--- src/sv/vas_pkg.sv ---
package vas_pkg;

  localparam int unsigned CfgDataW = 16;
  localparam int unsigned CfgIdxW  = 3;
  localparam int unsigned TimerW   = 16;
  localparam int unsigned CountW   = 4;
  localparam int unsigned PhaseW   = 4;

  typedef enum logic [CfgIdxW-1:0] {
    REG_CHIRP_LED  = 3'd0,
    REG_ALERT_HALF = 3'd1,
    REG_PATROL_ON  = 3'd2,
    REG_PULSE      = 3'd3,
    REG_PATROL_OFF = 3'd4,
    REG_ARM_HOLD   = 3'd5,
    REG_BURST_CNT  = 3'd6,
    REG_PATROL_RND = 3'd7
  } reg_idx_t;

  typedef enum logic [PhaseW-1:0] {
    PH_ARM_WAIT     = 4'd0,
    PH_ARM_HOLD     = 4'd1,
    PH_BURST_IND    = 4'd2,
    PH_BURST_PWM    = 4'd3,
    PH_SPRING_SLEEP = 4'd4,
    PH_SPRING_CONF  = 4'd5,
    PH_CHIRP_IND    = 4'd6,
    PH_CHIRP_PWM    = 4'd7,
    PH_ALERT_IND    = 4'd8,
    PH_ALERT_PWM    = 4'd9,
    PH_PATROL_ON    = 4'd10,
    PH_PATROL_OFF   = 4'd11,
    PH_BALL_SLEEP   = 4'd12
  } phase_t;

  typedef struct packed {
    logic [TimerW-1:0] chirp_led_ms;
    logic [TimerW-1:0] alert_half_ms;
    logic [TimerW-1:0] patrol_on_ms;
    logic [TimerW-1:0] pulse_ms;
    logic [TimerW-1:0] patrol_off_ms;
    logic [TimerW-1:0] arm_hold_ms;
    logic [CountW-1:0] burst_count;
    logic [CountW-1:0] patrol_rounds;
  } cfg_t;

  typedef struct packed {
    logic              indicator_on;
    logic              pwm_on;
    logic              asleep;
    logic [PhaseW-1:0] phase_code;
  } result_t;

  localparam logic [TimerW-1:0] TimerMax = {TimerW{1'b1}};

endpackage

--- src/sv/vas_if.sv ---
interface vas_in_if;
  logic valid;
  logic ready;
  logic ball_level;
  logic spring_level;

  modport source (output valid, ball_level, spring_level, input ready);
  modport sink (input valid, ball_level, spring_level, output ready);
endinterface

interface vas_out_if;
  logic                      valid;
  logic                      ready;
  logic                      indicator_on;
  logic                      pwm_on;
  logic                      asleep;
  logic [vas_pkg::PhaseW-1:0] phase_code;

  modport source (output valid, indicator_on, pwm_on, asleep, phase_code, input ready);
  modport sink (input valid, indicator_on, pwm_on, asleep, phase_code, output ready);
endinterface

--- src/sv/vas_cfg_regs.sv ---
module vas_cfg_regs (
  input  logic                          clk,
  input  logic                          rst_n,
  input  logic                          wr_en,
  input  logic [vas_pkg::CfgIdxW-1:0]   wr_idx,
  input  logic [vas_pkg::CfgDataW-1:0]  wr_data,
  output vas_pkg::cfg_t                 cfg
);

  vas_pkg::cfg_t cfg_r;
  vas_pkg::cfg_t cfg_nxt;

  always_comb begin
    cfg_nxt = cfg_r;
    if (wr_en) begin
      case (vas_pkg::reg_idx_t'(wr_idx))
        vas_pkg::REG_CHIRP_LED:  cfg_nxt.chirp_led_ms  = wr_data;
        vas_pkg::REG_ALERT_HALF: cfg_nxt.alert_half_ms = wr_data;
        vas_pkg::REG_PATROL_ON:  cfg_nxt.patrol_on_ms  = wr_data;
        vas_pkg::REG_PULSE:      cfg_nxt.pulse_ms      = wr_data;
        vas_pkg::REG_PATROL_OFF: cfg_nxt.patrol_off_ms = wr_data;
        vas_pkg::REG_ARM_HOLD:   cfg_nxt.arm_hold_ms   = wr_data;
        vas_pkg::REG_BURST_CNT:  cfg_nxt.burst_count   = wr_data[vas_pkg::CountW-1:0];
        vas_pkg::REG_PATROL_RND: cfg_nxt.patrol_rounds = wr_data[vas_pkg::CountW-1:0];
        default:                 cfg_nxt = cfg_r;
      endcase
    end
  end

  always_ff @(posedge clk) begin
    if (!rst_n) begin
      cfg_r.chirp_led_ms  <= 16'd50;
      cfg_r.alert_half_ms <= 16'd150;
      cfg_r.patrol_on_ms  <= 16'd300;
      cfg_r.pulse_ms      <= 16'd1000;
      cfg_r.patrol_off_ms <= 16'd2000;
      cfg_r.arm_hold_ms   <= 16'd2000;
      cfg_r.burst_count   <= 4'd3;
      cfg_r.patrol_rounds <= 4'd10;
    end else begin
      cfg_r <= cfg_nxt;
    end
  end

  assign cfg = cfg_r;

endmodule

--- src/sv/vas_phase_fsm.sv ---
module vas_phase_fsm (
  input  logic              clk,
  input  logic              rst_n,
  input  logic              step,
  input  logic              ball,
  input  logic              spring,
  input  vas_pkg::cfg_t     cfg,
  output vas_pkg::result_t  res_nxt
);

  vas_pkg::phase_t                  phase_r, phase_nxt;
  logic [vas_pkg::TimerW-1:0]       timer_r, timer_nxt;
  logic [vas_pkg::CountW-1:0]       round_r, round_nxt;
  logic                             ball_seen_r, ball_seen_nxt;
  logic                             spring_seen_r, spring_seen_nxt;
  logic                             watch_ball_r, watch_ball_nxt;

  logic [vas_pkg::TimerW-1:0]       timer_inc;
  logic [vas_pkg::TimerW-1:0]       limit;
  logic                             done;
  logic [vas_pkg::CountW-1:0]       round_inc;
  logic                             ball_or;
  logic                             spring_or;

  assign timer_inc = (timer_r != vas_pkg::TimerMax) ? timer_r + 1'b1 : timer_r;
  assign round_inc = round_r + 1'b1;
  assign ball_or   = ball_seen_r | ball;
  assign spring_or = spring_seen_r | spring;

  // Every timed phase shares one saturating timer and one compare.
  always_comb begin
    case (phase_r)
      vas_pkg::PH_ARM_HOLD:    limit = cfg.arm_hold_ms;
      vas_pkg::PH_CHIRP_IND:   limit = cfg.chirp_led_ms;
      vas_pkg::PH_ALERT_IND,
      vas_pkg::PH_ALERT_PWM:   limit = cfg.alert_half_ms;
      vas_pkg::PH_PATROL_ON:   limit = cfg.patrol_on_ms;
      vas_pkg::PH_PATROL_OFF:  limit = cfg.patrol_off_ms;
      default:                 limit = cfg.pulse_ms;
    endcase
  end

  assign done = (timer_inc >= limit);

  // Next state.
  always_comb begin
    phase_nxt       = phase_r;
    timer_nxt       = timer_r;
    round_nxt       = round_r;
    ball_seen_nxt   = ball_seen_r;
    spring_seen_nxt = spring_seen_r;
    watch_ball_nxt  = watch_ball_r;
    case (phase_r)
      vas_pkg::PH_ARM_WAIT: begin
        if (ball) begin
          watch_ball_nxt = 1'b0;
          phase_nxt      = vas_pkg::PH_ARM_HOLD;
          timer_nxt      = '0;
        end
      end
      vas_pkg::PH_ARM_HOLD: begin
        timer_nxt = timer_inc;
        if (done) begin
          timer_nxt = '0;
          if (ball) begin
            round_nxt = '0;
            phase_nxt = vas_pkg::PH_BURST_IND;
          end else begin
            phase_nxt = watch_ball_r ? vas_pkg::PH_BALL_SLEEP : vas_pkg::PH_ARM_WAIT;
          end
        end
      end
      vas_pkg::PH_BURST_IND: begin
        timer_nxt = timer_inc;
        if (done) begin
          timer_nxt = '0;
          phase_nxt = vas_pkg::PH_BURST_PWM;
        end
      end
      vas_pkg::PH_BURST_PWM: begin
        timer_nxt = timer_inc;
        if (done) begin
          timer_nxt = '0;
          round_nxt = round_inc;
          if (round_inc >= cfg.burst_count) begin
            watch_ball_nxt = 1'b0;
            phase_nxt      = vas_pkg::PH_SPRING_SLEEP;
          end else begin
            phase_nxt = vas_pkg::PH_BURST_IND;
          end
        end
      end
      vas_pkg::PH_SPRING_SLEEP: begin
        if (spring) begin
          phase_nxt = vas_pkg::PH_SPRING_CONF;
          timer_nxt = '0;
        end
      end
      vas_pkg::PH_SPRING_CONF: begin
        timer_nxt = timer_inc;
        if (done) begin
          timer_nxt = '0;
          if (spring) begin
            ball_seen_nxt   = ball;
            spring_seen_nxt = spring;
            phase_nxt       = vas_pkg::PH_ALERT_IND;
          end else begin
            phase_nxt = vas_pkg::PH_CHIRP_IND;
          end
        end
      end
      vas_pkg::PH_CHIRP_IND: begin
        timer_nxt = timer_inc;
        if (done) begin
          timer_nxt = '0;
          phase_nxt = vas_pkg::PH_CHIRP_PWM;
        end
      end
      vas_pkg::PH_CHIRP_PWM: begin
        timer_nxt = timer_inc;
        if (done) begin
          timer_nxt = '0;
          phase_nxt = vas_pkg::PH_SPRING_SLEEP;
        end
      end
      vas_pkg::PH_ALERT_IND,
      vas_pkg::PH_ALERT_PWM: begin
        ball_seen_nxt   = ball_or;
        spring_seen_nxt = spring_or;
        timer_nxt       = timer_inc;
        if (done) begin
          timer_nxt = '0;
          if (phase_r == vas_pkg::PH_ALERT_IND) begin
            phase_nxt = vas_pkg::PH_ALERT_PWM;
          end else if (ball_or) begin
            watch_ball_nxt = 1'b1;
            phase_nxt      = vas_pkg::PH_BALL_SLEEP;
          end else if (spring_or) begin
            // Re-entry reloads the latches from this tick alone.
            ball_seen_nxt   = ball;
            spring_seen_nxt = spring;
            phase_nxt       = vas_pkg::PH_ALERT_IND;
          end else begin
            round_nxt = '0;
            phase_nxt = vas_pkg::PH_PATROL_ON;
          end
        end
      end
      vas_pkg::PH_PATROL_ON: begin
        if (spring) begin
          ball_seen_nxt   = ball;
          spring_seen_nxt = spring;
          phase_nxt       = vas_pkg::PH_ALERT_IND;
          timer_nxt       = '0;
        end else begin
          timer_nxt = timer_inc;
          if (done) begin
            timer_nxt = '0;
            phase_nxt = vas_pkg::PH_PATROL_OFF;
          end
        end
      end
      vas_pkg::PH_PATROL_OFF: begin
        if (spring) begin
          ball_seen_nxt   = ball;
          spring_seen_nxt = spring;
          phase_nxt       = vas_pkg::PH_ALERT_IND;
          timer_nxt       = '0;
        end else begin
          timer_nxt = timer_inc;
          if (done) begin
            timer_nxt = '0;
            round_nxt = round_inc;
            if (round_inc >= cfg.patrol_rounds) begin
              watch_ball_nxt = 1'b0;
              phase_nxt      = vas_pkg::PH_SPRING_SLEEP;
            end else begin
              phase_nxt = vas_pkg::PH_PATROL_ON;
            end
          end
        end
      end
      vas_pkg::PH_BALL_SLEEP: begin
        if (ball) begin
          watch_ball_nxt = 1'b1;
          phase_nxt      = vas_pkg::PH_ARM_HOLD;
          timer_nxt      = '0;
        end
      end
      default: begin
        phase_nxt = vas_pkg::PH_ARM_WAIT;
        timer_nxt = '0;
      end
    endcase
  end

  // Result fields follow the phase after this tick.
  always_comb begin
    res_nxt.indicator_on = (phase_nxt == vas_pkg::PH_BURST_IND) ||
                           (phase_nxt == vas_pkg::PH_CHIRP_IND) ||
                           (phase_nxt == vas_pkg::PH_ALERT_IND) ||
                           (phase_nxt == vas_pkg::PH_PATROL_ON);
    res_nxt.pwm_on       = (phase_nxt == vas_pkg::PH_BURST_PWM) ||
                           (phase_nxt == vas_pkg::PH_CHIRP_PWM) ||
                           (phase_nxt == vas_pkg::PH_ALERT_PWM);
    res_nxt.asleep       = (phase_nxt == vas_pkg::PH_SPRING_SLEEP) ||
                           (phase_nxt == vas_pkg::PH_BALL_SLEEP);
    res_nxt.phase_code   = phase_nxt;
  end

  always_ff @(posedge clk) begin
    if (!rst_n) begin
      phase_r       <= vas_pkg::PH_ARM_WAIT;
      timer_r       <= '0;
      round_r       <= '0;
      ball_seen_r   <= 1'b0;
      spring_seen_r <= 1'b0;
      watch_ball_r  <= 1'b0;
    end else if (step) begin
      phase_r       <= phase_nxt;
      timer_r       <= timer_nxt;
      round_r       <= round_nxt;
      ball_seen_r   <= ball_seen_nxt;
      spring_seen_r <= spring_seen_nxt;
      watch_ball_r  <= watch_ball_nxt;
    end
  end

endmodule

--- src/sv/vibration_alarm_sequencer.sv ---
// Channel   Role     Payload                                      Handshake
// in_chan   sink     ball_level, spring_level                     valid/ready
// out_chan  source   indicator_on, pwm_on, asleep, phase_code     valid/ready
// cfg_*     write    cfg_wr_en, cfg_idx[2:0], cfg_data[15:0]       no wait
//
// One request per clock unless out_chan stalls: the phase update for a tick is computed
// in the same cycle it is accepted and its result appears on out_chan on the next cycle.
// A new request is taken whenever the result register is empty or being drained,
// so a stalled result only holds off input while out_chan.ready stays low.
// Synchronous active-low reset returns the phase to arm wait and loads register defaults.
module vibration_alarm_sequencer (
  input  logic                          clk,
  input  logic                          rst_n,
  vas_in_if.sink                        in_chan,
  vas_out_if.source                     out_chan,
  input  logic                          cfg_wr_en,
  input  logic [vas_pkg::CfgIdxW-1:0]   cfg_idx,
  input  logic [vas_pkg::CfgDataW-1:0]  cfg_data
);

  vas_pkg::cfg_t    cfg;
  vas_pkg::result_t res_nxt;
  vas_pkg::result_t res_r;
  logic             out_valid_r;
  logic             accept;

  assign in_chan.ready = !out_valid_r || out_chan.ready;
  assign accept        = in_chan.valid && in_chan.ready;

  vas_cfg_regs u_cfg (
    .clk     (clk),
    .rst_n   (rst_n),
    .wr_en   (cfg_wr_en),
    .wr_idx  (cfg_idx),
    .wr_data (cfg_data),
    .cfg     (cfg)
  );

  vas_phase_fsm u_fsm (
    .clk     (clk),
    .rst_n   (rst_n),
    .step    (accept),
    .ball    (in_chan.ball_level),
    .spring  (in_chan.spring_level),
    .cfg     (cfg),
    .res_nxt (res_nxt)
  );

  always_ff @(posedge clk) begin
    if (!rst_n) begin
      out_valid_r <= 1'b0;
    end else if (in_chan.ready) begin
      out_valid_r <= in_chan.valid;
    end
  end

  always_ff @(posedge clk) begin
    if (accept) begin
      res_r <= res_nxt;
    end
  end

  assign out_chan.valid        = out_valid_r;
  assign out_chan.indicator_on = res_r.indicator_on;
  assign out_chan.pwm_on       = res_r.pwm_on;
  assign out_chan.asleep       = res_r.asleep;
  assign out_chan.phase_code   = res_r.phase_code;

endmodule
--- src/flat_wrapper.sv ---
// flat-port wrapper written by rule: the top's interface ports become plain ports
module vibration_alarm_sequencer_flat 
  (clk, rst_n, cfg_wr_en, cfg_idx, cfg_data, in_chan_valid, in_chan_ball_level, in_chan_spring_level, in_chan_ready, out_chan_valid, out_chan_indicator_on, out_chan_pwm_on, out_chan_asleep, out_chan_phase_code, out_chan_ready);
  vas_in_if in_chan_i ();
  vas_out_if out_chan_i ();
  input  logic clk;
  input  logic rst_n;
  input  logic cfg_wr_en;
  input  logic [vas_pkg::CfgIdxW-1:0] cfg_idx;
  input  logic [vas_pkg::CfgDataW-1:0] cfg_data;
  input wire logic [$bits(in_chan_i.valid)-1:0] in_chan_valid;
  input wire logic [$bits(in_chan_i.ball_level)-1:0] in_chan_ball_level;
  input wire logic [$bits(in_chan_i.spring_level)-1:0] in_chan_spring_level;
  output wire logic [$bits(in_chan_i.ready)-1:0] in_chan_ready;
  output wire logic [$bits(out_chan_i.valid)-1:0] out_chan_valid;
  output wire logic [$bits(out_chan_i.indicator_on)-1:0] out_chan_indicator_on;
  output wire logic [$bits(out_chan_i.pwm_on)-1:0] out_chan_pwm_on;
  output wire logic [$bits(out_chan_i.asleep)-1:0] out_chan_asleep;
  output wire logic [$bits(out_chan_i.phase_code)-1:0] out_chan_phase_code;
  input wire logic [$bits(out_chan_i.ready)-1:0] out_chan_ready;
  assign in_chan_i.valid = in_chan_valid;
  assign in_chan_i.ball_level = in_chan_ball_level;
  assign in_chan_i.spring_level = in_chan_spring_level;
  assign in_chan_ready = in_chan_i.ready;
  assign out_chan_valid = out_chan_i.valid;
  assign out_chan_indicator_on = out_chan_i.indicator_on;
  assign out_chan_pwm_on = out_chan_i.pwm_on;
  assign out_chan_asleep = out_chan_i.asleep;
  assign out_chan_phase_code = out_chan_i.phase_code;
  assign out_chan_i.ready = out_chan_ready;
  vibration_alarm_sequencer u_core (.clk(clk), .rst_n(rst_n), .in_chan(in_chan_i), .out_chan(out_chan_i), .cfg_wr_en(cfg_wr_en), .cfg_idx(cfg_idx), .cfg_data(cfg_data));
endmodule
--- config.mk ---
export PLATFORM = sky130hd
export DESIGN_NAME = vibration_alarm_sequencer_flat
export DESIGN_NICKNAME = d
export VERILOG_FILES = /design/src/sv/vas_pkg.sv /design/src/sv/vas_if.sv /design/src/sv/vas_cfg_regs.sv /design/src/sv/vas_phase_fsm.sv /design/src/sv/vibration_alarm_sequencer.sv /design/src/flat_wrapper.sv
export SDC_FILE = /design/constraint.sdc
export NUM_CORES = 1
export LEC_CHECK = 0
export ABC_AREA = 1
export BUFFER_PORTS_ARGS = -buffer_cell sky130_fd_sc_hd__buf_2
export CAP_MARGIN = 20
export CORE_UTILIZATION = 59
export CTS_BUF_LIST = sky130_fd_sc_hd__clkbuf_4 sky130_fd_sc_hd__clkbuf_8
export CTS_CLUSTER_SIZE = 24
export DETAILED_ROUTE_END_ITERATION = 8
export PLACE_DENSITY = 0.86
export SLEW_MARGIN = 20
export SYNTH_ARGS = -nofsm -noshare
export SYNTH_HDL_FRONTEND = slang
export SYNTH_SLANG_ARGS = --single-unit
--- constraint.sdc ---
create_clock -name clk -period 7.45 [get_ports clk]
set_input_delay 1.1175 -clock clk [delete_from_list [all_inputs] [get_ports clk]]
set_output_delay 1.1175 -clock clk [all_outputs]
set_load 0.1 [all_outputs]
==> metrics, run 1 <==
status finished with violations; failing checks design-rule violations; worst-path fanout max 32; GPL Wtd Cong 0.956; # hold bufs at CTS 0; Syn-to-layout area delta 8.39%; crit start category register; antenna violations before repair 0; # resized after CTS 0; Finished Core Util about two thirds; Slew @ Worst Pin 1.11 ns; Max-cap violations 0; clk slew on worst S/H paths 0.08 ns; syn_area_per_cell about 7.1 um^2; clock root buffer clkbuf_8; nets 1076; post-route ant nets 0; Critical Path Start u_core.u_fsm.phase_r[1]; GRT Total Usage between 30% and 40%; Skew-Pair Late Insertion Delay about 0.46 ns; RSZ-0062 raised after global routing no; routed vias 6902; core area 11600 um^2; vias in the first global route between 6000 and 7000; # setup viols final 0; Starting DRT DRC Count 750; Synth warnings 0; layout cells sized above 1 a little over a tenth; Setup Skew 0.0121 ns; fmax 206 MHz; n_diodes 0; H-Tree Depth 4; Die ar. about 12000 um^2; critical path required time 7.81 ns; Congestion Overflow GR 0; routed wire length 18900 um; Syn Nets 1058; kind of critical path register to register; CP max stage delay roughly 0.8 ns; period utilization 65.2%; Pre-antenna DRT Iters 7; Reg2Reg Capture Point u_core.u_fsm.timer_r[6]; Net Sw Frac approximately a third; maximum vdd drop around 200 uV; largest net degree at the start of global routing 85; Vias/cell between 5 and 6; Placed Cells 1148; slowest CP cell nand3_1; Worst path most repeated cell inv_1; sequential area share after synthesis 40.2%; I/O pin count 35; Comb power frac 15.1%; Setup crit end u_core.u_fsm.timer_r[6]; Post-synth EDFFs 7; most frequent cells in the layout 199 x nor2_1, 197 x nand2_1, 132 x dfxtp_1; register share of total power 49.0%; PortBufs 34; Seq cells post-synth 139; post-synth cell types 43; Pint roughly 1.1 mW; hold slack 0.460 ns; DRC violation count after routing 4; FP Rows 39; clock power share 35.8%; P_sw 518 uW; TritonCTS Buffers 17; Die Span Y 112 um; CTS tree done; relative slew slack 25.7%; min Tclk post-route 4.86 ns; post-CTS setup buffer count 0; Synth Cell Area between 7000 and 8000 um^2; clock buffer depth 2; global-route wire length before repair 30900 um; cell-by-cell trace of the critical path inv_1, nor2_1, inv_1, nor2_2, inv_1, nand3_1, nand3_1, o21ai_0, ha_1, a21oi_1, o21ai_0, nor2_2, nand2_2, nor3_4, nand2_1, a21oi_1; reg2reg setup slack 2.59 ns; PwrDens 210 nW/um^2; clock sinks about 140; r2r worst-path depth 16; setup_tns 0 ns; Arr. time, crit path 5.22 ns; Syn Inst Count about 1000; P_leak 3.53 nW; R2R Path Start u_core.u_fsm.phase_r[1]; critical path endpoint category register; ys async rst share 0%; Layout Cells excl Fill 1180; Final Hold Viols 0; Tightest Hold Check Type register to register; Die X 112 um; DR WL/cell between 15 and 20 um; Initial Util 61.4%; Top FF cell, synth dfxtp_1; DP HPWL between 10000 and 15000 um; Slew Viols, Final 0; most common cell after layout, fill and taps aside nor2_1
-- per-stage QoR --
| step | total power, mW | setup slack (ns) | instance area [um^2] |
|---|---|---|---|
| final | 1.62 | 2.59 | 7700 |
| after global routing | 1.68 | 2.12 | 7700 |
| after CTS | 1.62 | 2.65 | 7700 |
| after detailed placement | 1.05 | 2.67 | 7330 |
| after global placement | 1.05 | 2.88 | 7330 |
| after floorplan | 0.988 | 4.17 | 7100 |
-- power groups by stage --
| stage | combinational [mW] | clock [mW] | sequential (mW) |
|---|---|---|---|
| finish | 0.245 | 0.580 | 0.794 |
| global route | 0.268 | 0.620 | 0.796 |
| CTS | 0.241 | 0.586 | 0.793 |
| detailed placement | 0.240 | 0 | 0.810 |
| global placement | 0.237 | 0 | 0.809 |
| floorplan | 0.150 | 0 | 0.838 |
-- layout make-up --
class,instances,area (um^2)
Timing Repair Buffer,43,238
Tap cell,143,179
Inverter,81,304
Multi-Input combinational cell,742,3760
Fill cell,1004,3870
Clock inverter,13,105
Sequential cell,139,2850
Clock buffer,19,262
-- registers in the layout, summed over array words and instances, names as in the netlist --
name / flops
u_core.u_cfg.cfg: 104
u_core.u_fsm.timer_r: 16
u_core.out_chan.phase_code: 4
u_core.u_fsm.phase_r: 4
u_core.u_fsm.round_r: 4
u_core.out_chan.asleep: 1
u_core.out_chan.indicator_on: 1
u_core.out_chan.pwm_on: 1
u_core.out_chan.valid: 1
u_core.u_fsm.ball_seen_r: 1
u_core.u_fsm.spring_seen_r: 1
u_core.u_fsm.watch_ball_r: 1
-- Yosys cell counts (all sizes together) (6+ instances only) --
cell	n	area [um^2]
a22o	16	140
nor3	9	56.3
a21oi	46	268
inv	78	293
nand2	209	815
buf	10	58.8
o21ai	107	547
xnor2	6	52.6
nand4	10	62.6
edfxtp	7	210
nor2	205	808
nand3	67	348
dfxtp	132	2640
a221oi	17	149
ha	26	325
clkbuf	34	129
xor2	8	70.1
-- cell families after synthesis --
family                   Yosys count  share of synthesized area [%]
AO/OA/AOI/OAI                    198                           16.8
buffers and inverters            125                           6.92
AND/OR/NAND/NOR                  504                           29.8
flip-flops                       139                           40.2
adder cells (fa/ha/maj)           26                           4.58
XOR/XNOR                          14                           1.73
-- worst max-delay path, delay by kind of cell (launching register included) --
family / cells / cell delay, ns
flip-flops: 1 / 0.42
AO/OA/AOI/OAI: 4 / 0.55
adder cells (fa/ha/maj): 1 / 0.33
buffers and inverters: 3 / 0.36
AND/OR/NAND/NOR: 8 / 3.10
-- layer usage --
metal | track usage [%] | vias to the layer above | share of wire (%)
met2 | 50.1 | 286 | 46
li1 | - | 3362 | -
met1 | 40.5 | 3203 | 42
met5 | 0 | - | 0
met3 | 5.12 | 51 | 7.2
met4 | 17.0 | 0 | 4.1
-- worst min path at each step --
stage	from	to	slack, ns	cells past startpoint
6_report	u_core.u_cfg.cfg[48]	u_core.u_cfg.cfg[48]	0.46	2
3_3_place_gp	u_core.u_cfg.cfg[43]	u_core.u_cfg.cfg[43]	0.43	2
3_5_place_dp	u_core.u_cfg.cfg[46]	u_core.u_cfg.cfg[46]	0.44	2
4_1_cts	u_core.u_cfg.cfg[48]	u_core.u_cfg.cfg[48]	0.46	2
2_1_floorplan	u_core.u_cfg.cfg[43]	u_core.u_cfg.cfg[43]	0.42	2
5_1_grt	u_core.u_cfg.cfg[46]	u_core.u_cfg.cfg[46]	0.48	2
No activity file was read; power rests on OpenSTA's default activity.
==> run 2, diff against run 1 <==
clock period = 4.8 ns   (was 7.45 ns; I/O delays follow)
==> metrics, run 2 (same netlist as run 1, synthesis figures left out) <==
status finished with violations; failing checks design-rule violations; global-route wire length before repair 32000 um (+3.6%); Final Hold Viols 0 (unchanged); RSZ-0062 raised after global routing no; # hold bufs at CTS 0 (unchanged); Skew-Pair Late Insertion Delay 0.46 ns (about the same); Syn-to-layout area delta 10.5%; critical path endpoint category register; TritonCTS Buffers 17 (unchanged); Tot Pwr 2.76 mW (+70%); antenna violations before repair 0 (unchanged); Setup Skew 0.0194 ns (+0.00727 ns); metal1 wirelength 8310 um (+3.8%); critical path required time 5.02 ns (-2.79 ns); clk slew on worst S/H paths 0.09 ns (about the same); PwrDens 352 nW/um^2 (+67%); period utilization 84.9% (+20 points); vias in the first global route 6411 (+1.4%); # setup viols final 0 (unchanged); Die X 112 um (unchanged); Vias/cell 5.91 (+0.97%); P_leak 3.61 nW (+2.2%); core area 11600 um^2 (unchanged); Max-cap violations 0 (unchanged); post-route ant nets 0 (unchanged); Pre-antenna DRT Iters 7 (unchanged); Worst Hold Launch u_core.u_cfg.cfg[49]; relative slew slack 33.7% (+8.1 points); Layout Cells excl Fill 1187 (+0.59%); layout cells sized above 1 11.3% (+0.51 points); kind of critical path register to register; clock root buffer clkbuf_8; post-CTS setup buffer count 0 (unchanged); H-Tree Depth 4 (unchanged); DR WL/cell 16.7 um (+4.3%); Tightest Hold Check Type register to register; Worst Hold Path EP u_core.u_cfg.cfg[49]; Reg2Reg Capture Point u_core.out_chan.indicator_on; clock buffer depth 2 (unchanged); GPL Wtd Cong 0.984 (+2.9%); Arr. time, crit path 4.29 ns (-0.93 ns); CTS tree done; r2r worst-path depth 20 (+4); fillcell total 993 (-1.1%); # resized after CTS 0 (unchanged); R2R Path Start u_core.u_fsm.phase_r[3]; largest net degree at the start of global routing 71 (-16%); Placed Cells 1154 (+0.52%); most frequent cells in the layout 199 x nor2_1, 197 x nand2_1, 132 x dfxtp_1; Slew Viols, Final 0 (unchanged); Congestion Overflow GR 0 (unchanged); Die Span Y 112 um (unchanged); most common cell after layout, fill and taps aside nor2_1; fmax 245 MHz (+19%); DP HPWL 13100 um (+3.2%); GRT Total Usage 32.6% (+1.3 points); FP Rows 39 (unchanged); max layer used met4; WL met2 9060 um (+3.4%); Slew @ Worst Pin 0.994 ns (-0.118 ns); max reg flops 104 (unchanged); routed wire length 19800 um (+4.9%); Initial Util 61.4% (unchanged); met3 WL post-DR 1620 um (+18%); worst-path fanout max 14 (-56%); routed vias 7010 (+1.6%); PortBufs 34 (unchanged); hold depth 2 (unchanged); Die ar. 12500 um^2 (unchanged); clock sinks 139 (unchanged); DRC violation count after routing 8 (+4); nets 1082 (+0.56%); setup_tns 0 ns (unchanged); min Tclk post-route 4.08 ns (-0.783 ns); maximum vdd drop 357 uV (+77%); Starting DRT DRC Count 739 (-1.5%); crit start category register; reg2reg setup slack 0.72 ns (-1.87 ns); I/O pin count 35 (unchanged)
-- run 2: metal layers --
metal  vias to the layer above  global-route usage, %
met3                        69                   6.97
li1                       3375                      -
met4                         0                   17.2
met1                      3221                   41.1
met5                         -                      0
met2                       345                   52.5
-- run 2: where the power goes --
group | switching [mW] | internal, mW
Combinational | 0.287 | 0.108
Clock | 0.485 | 0.644
Sequential | 0.0256 | 1.21
-- run 2: through the flow --
stage	utilization [%]	hold WS (ns)	area (um^2)	setup WS, ns
2_1_floorplan	-	0.424	7100	1.52
3_3_place_gp	63.8	0.433	7370	0.889
3_5_place_dp	63.8	0.439	7370	0.829
4_1_cts	67.8	0.460	7840	0.814
5_1_grt	67.8	0.477	7840	0.301
6_report	67.8	0.461	7840	0.723
-- run 2: area by class of cell --
type	instances	area [um^2]	area share (%)
antenna	1	2.50	0.0319
tap	143	179	2.28
clock inverter	13	211	2.70
clock buffer	19	255	3.25
multi-input combinational	742	3760	47.9
timing repair buffer	49	283	3.61
sequential	139	2850	36.4
inverter	81	304	3.88
-- run 2: worst max-delay path, cell delays in order, from the launching register on --
cell	delay, ns
dfxtp_1	0.53
inv_2	0.10
nor2_4	0.14
nand2_1	0.18
inv_1	0.46
buf_4	0.26
a22o_1	0.14
a221oi_1	0.04
nand3_1	0.09
o21ai_0	0.12
ha_1	0.34
a21oi_1	0.14
o21ai_0	0.10
nor2_2	0.22
nand2_2	0.25
nand2_1	0.17
nand2_1	0.06
nand2_1	0.05
nand3_1	0.07
nor2_1	0.24
a21oi_1	0.10
-- run 2: worst max-delay path by stage --
stage,startpoint,to,cells past startpoint
global route,u_core.u_fsm.phase_r[3],u_core.out_chan.indicator_on,23
CTS,u_core.u_fsm.phase_r[3],u_core.out_chan.indicator_on,20
global placement,u_core.u_fsm.phase_r[3],u_core.out_chan.indicator_on,20
floorplan,u_core.u_fsm.phase_r[3],u_core.out_chan.indicator_on,22
detailed placement,u_core.u_fsm.phase_r[3],u_core.out_chan.indicator_on,20
finish,u_core.u_fsm.phase_r[3],u_core.out_chan.indicator_on,20
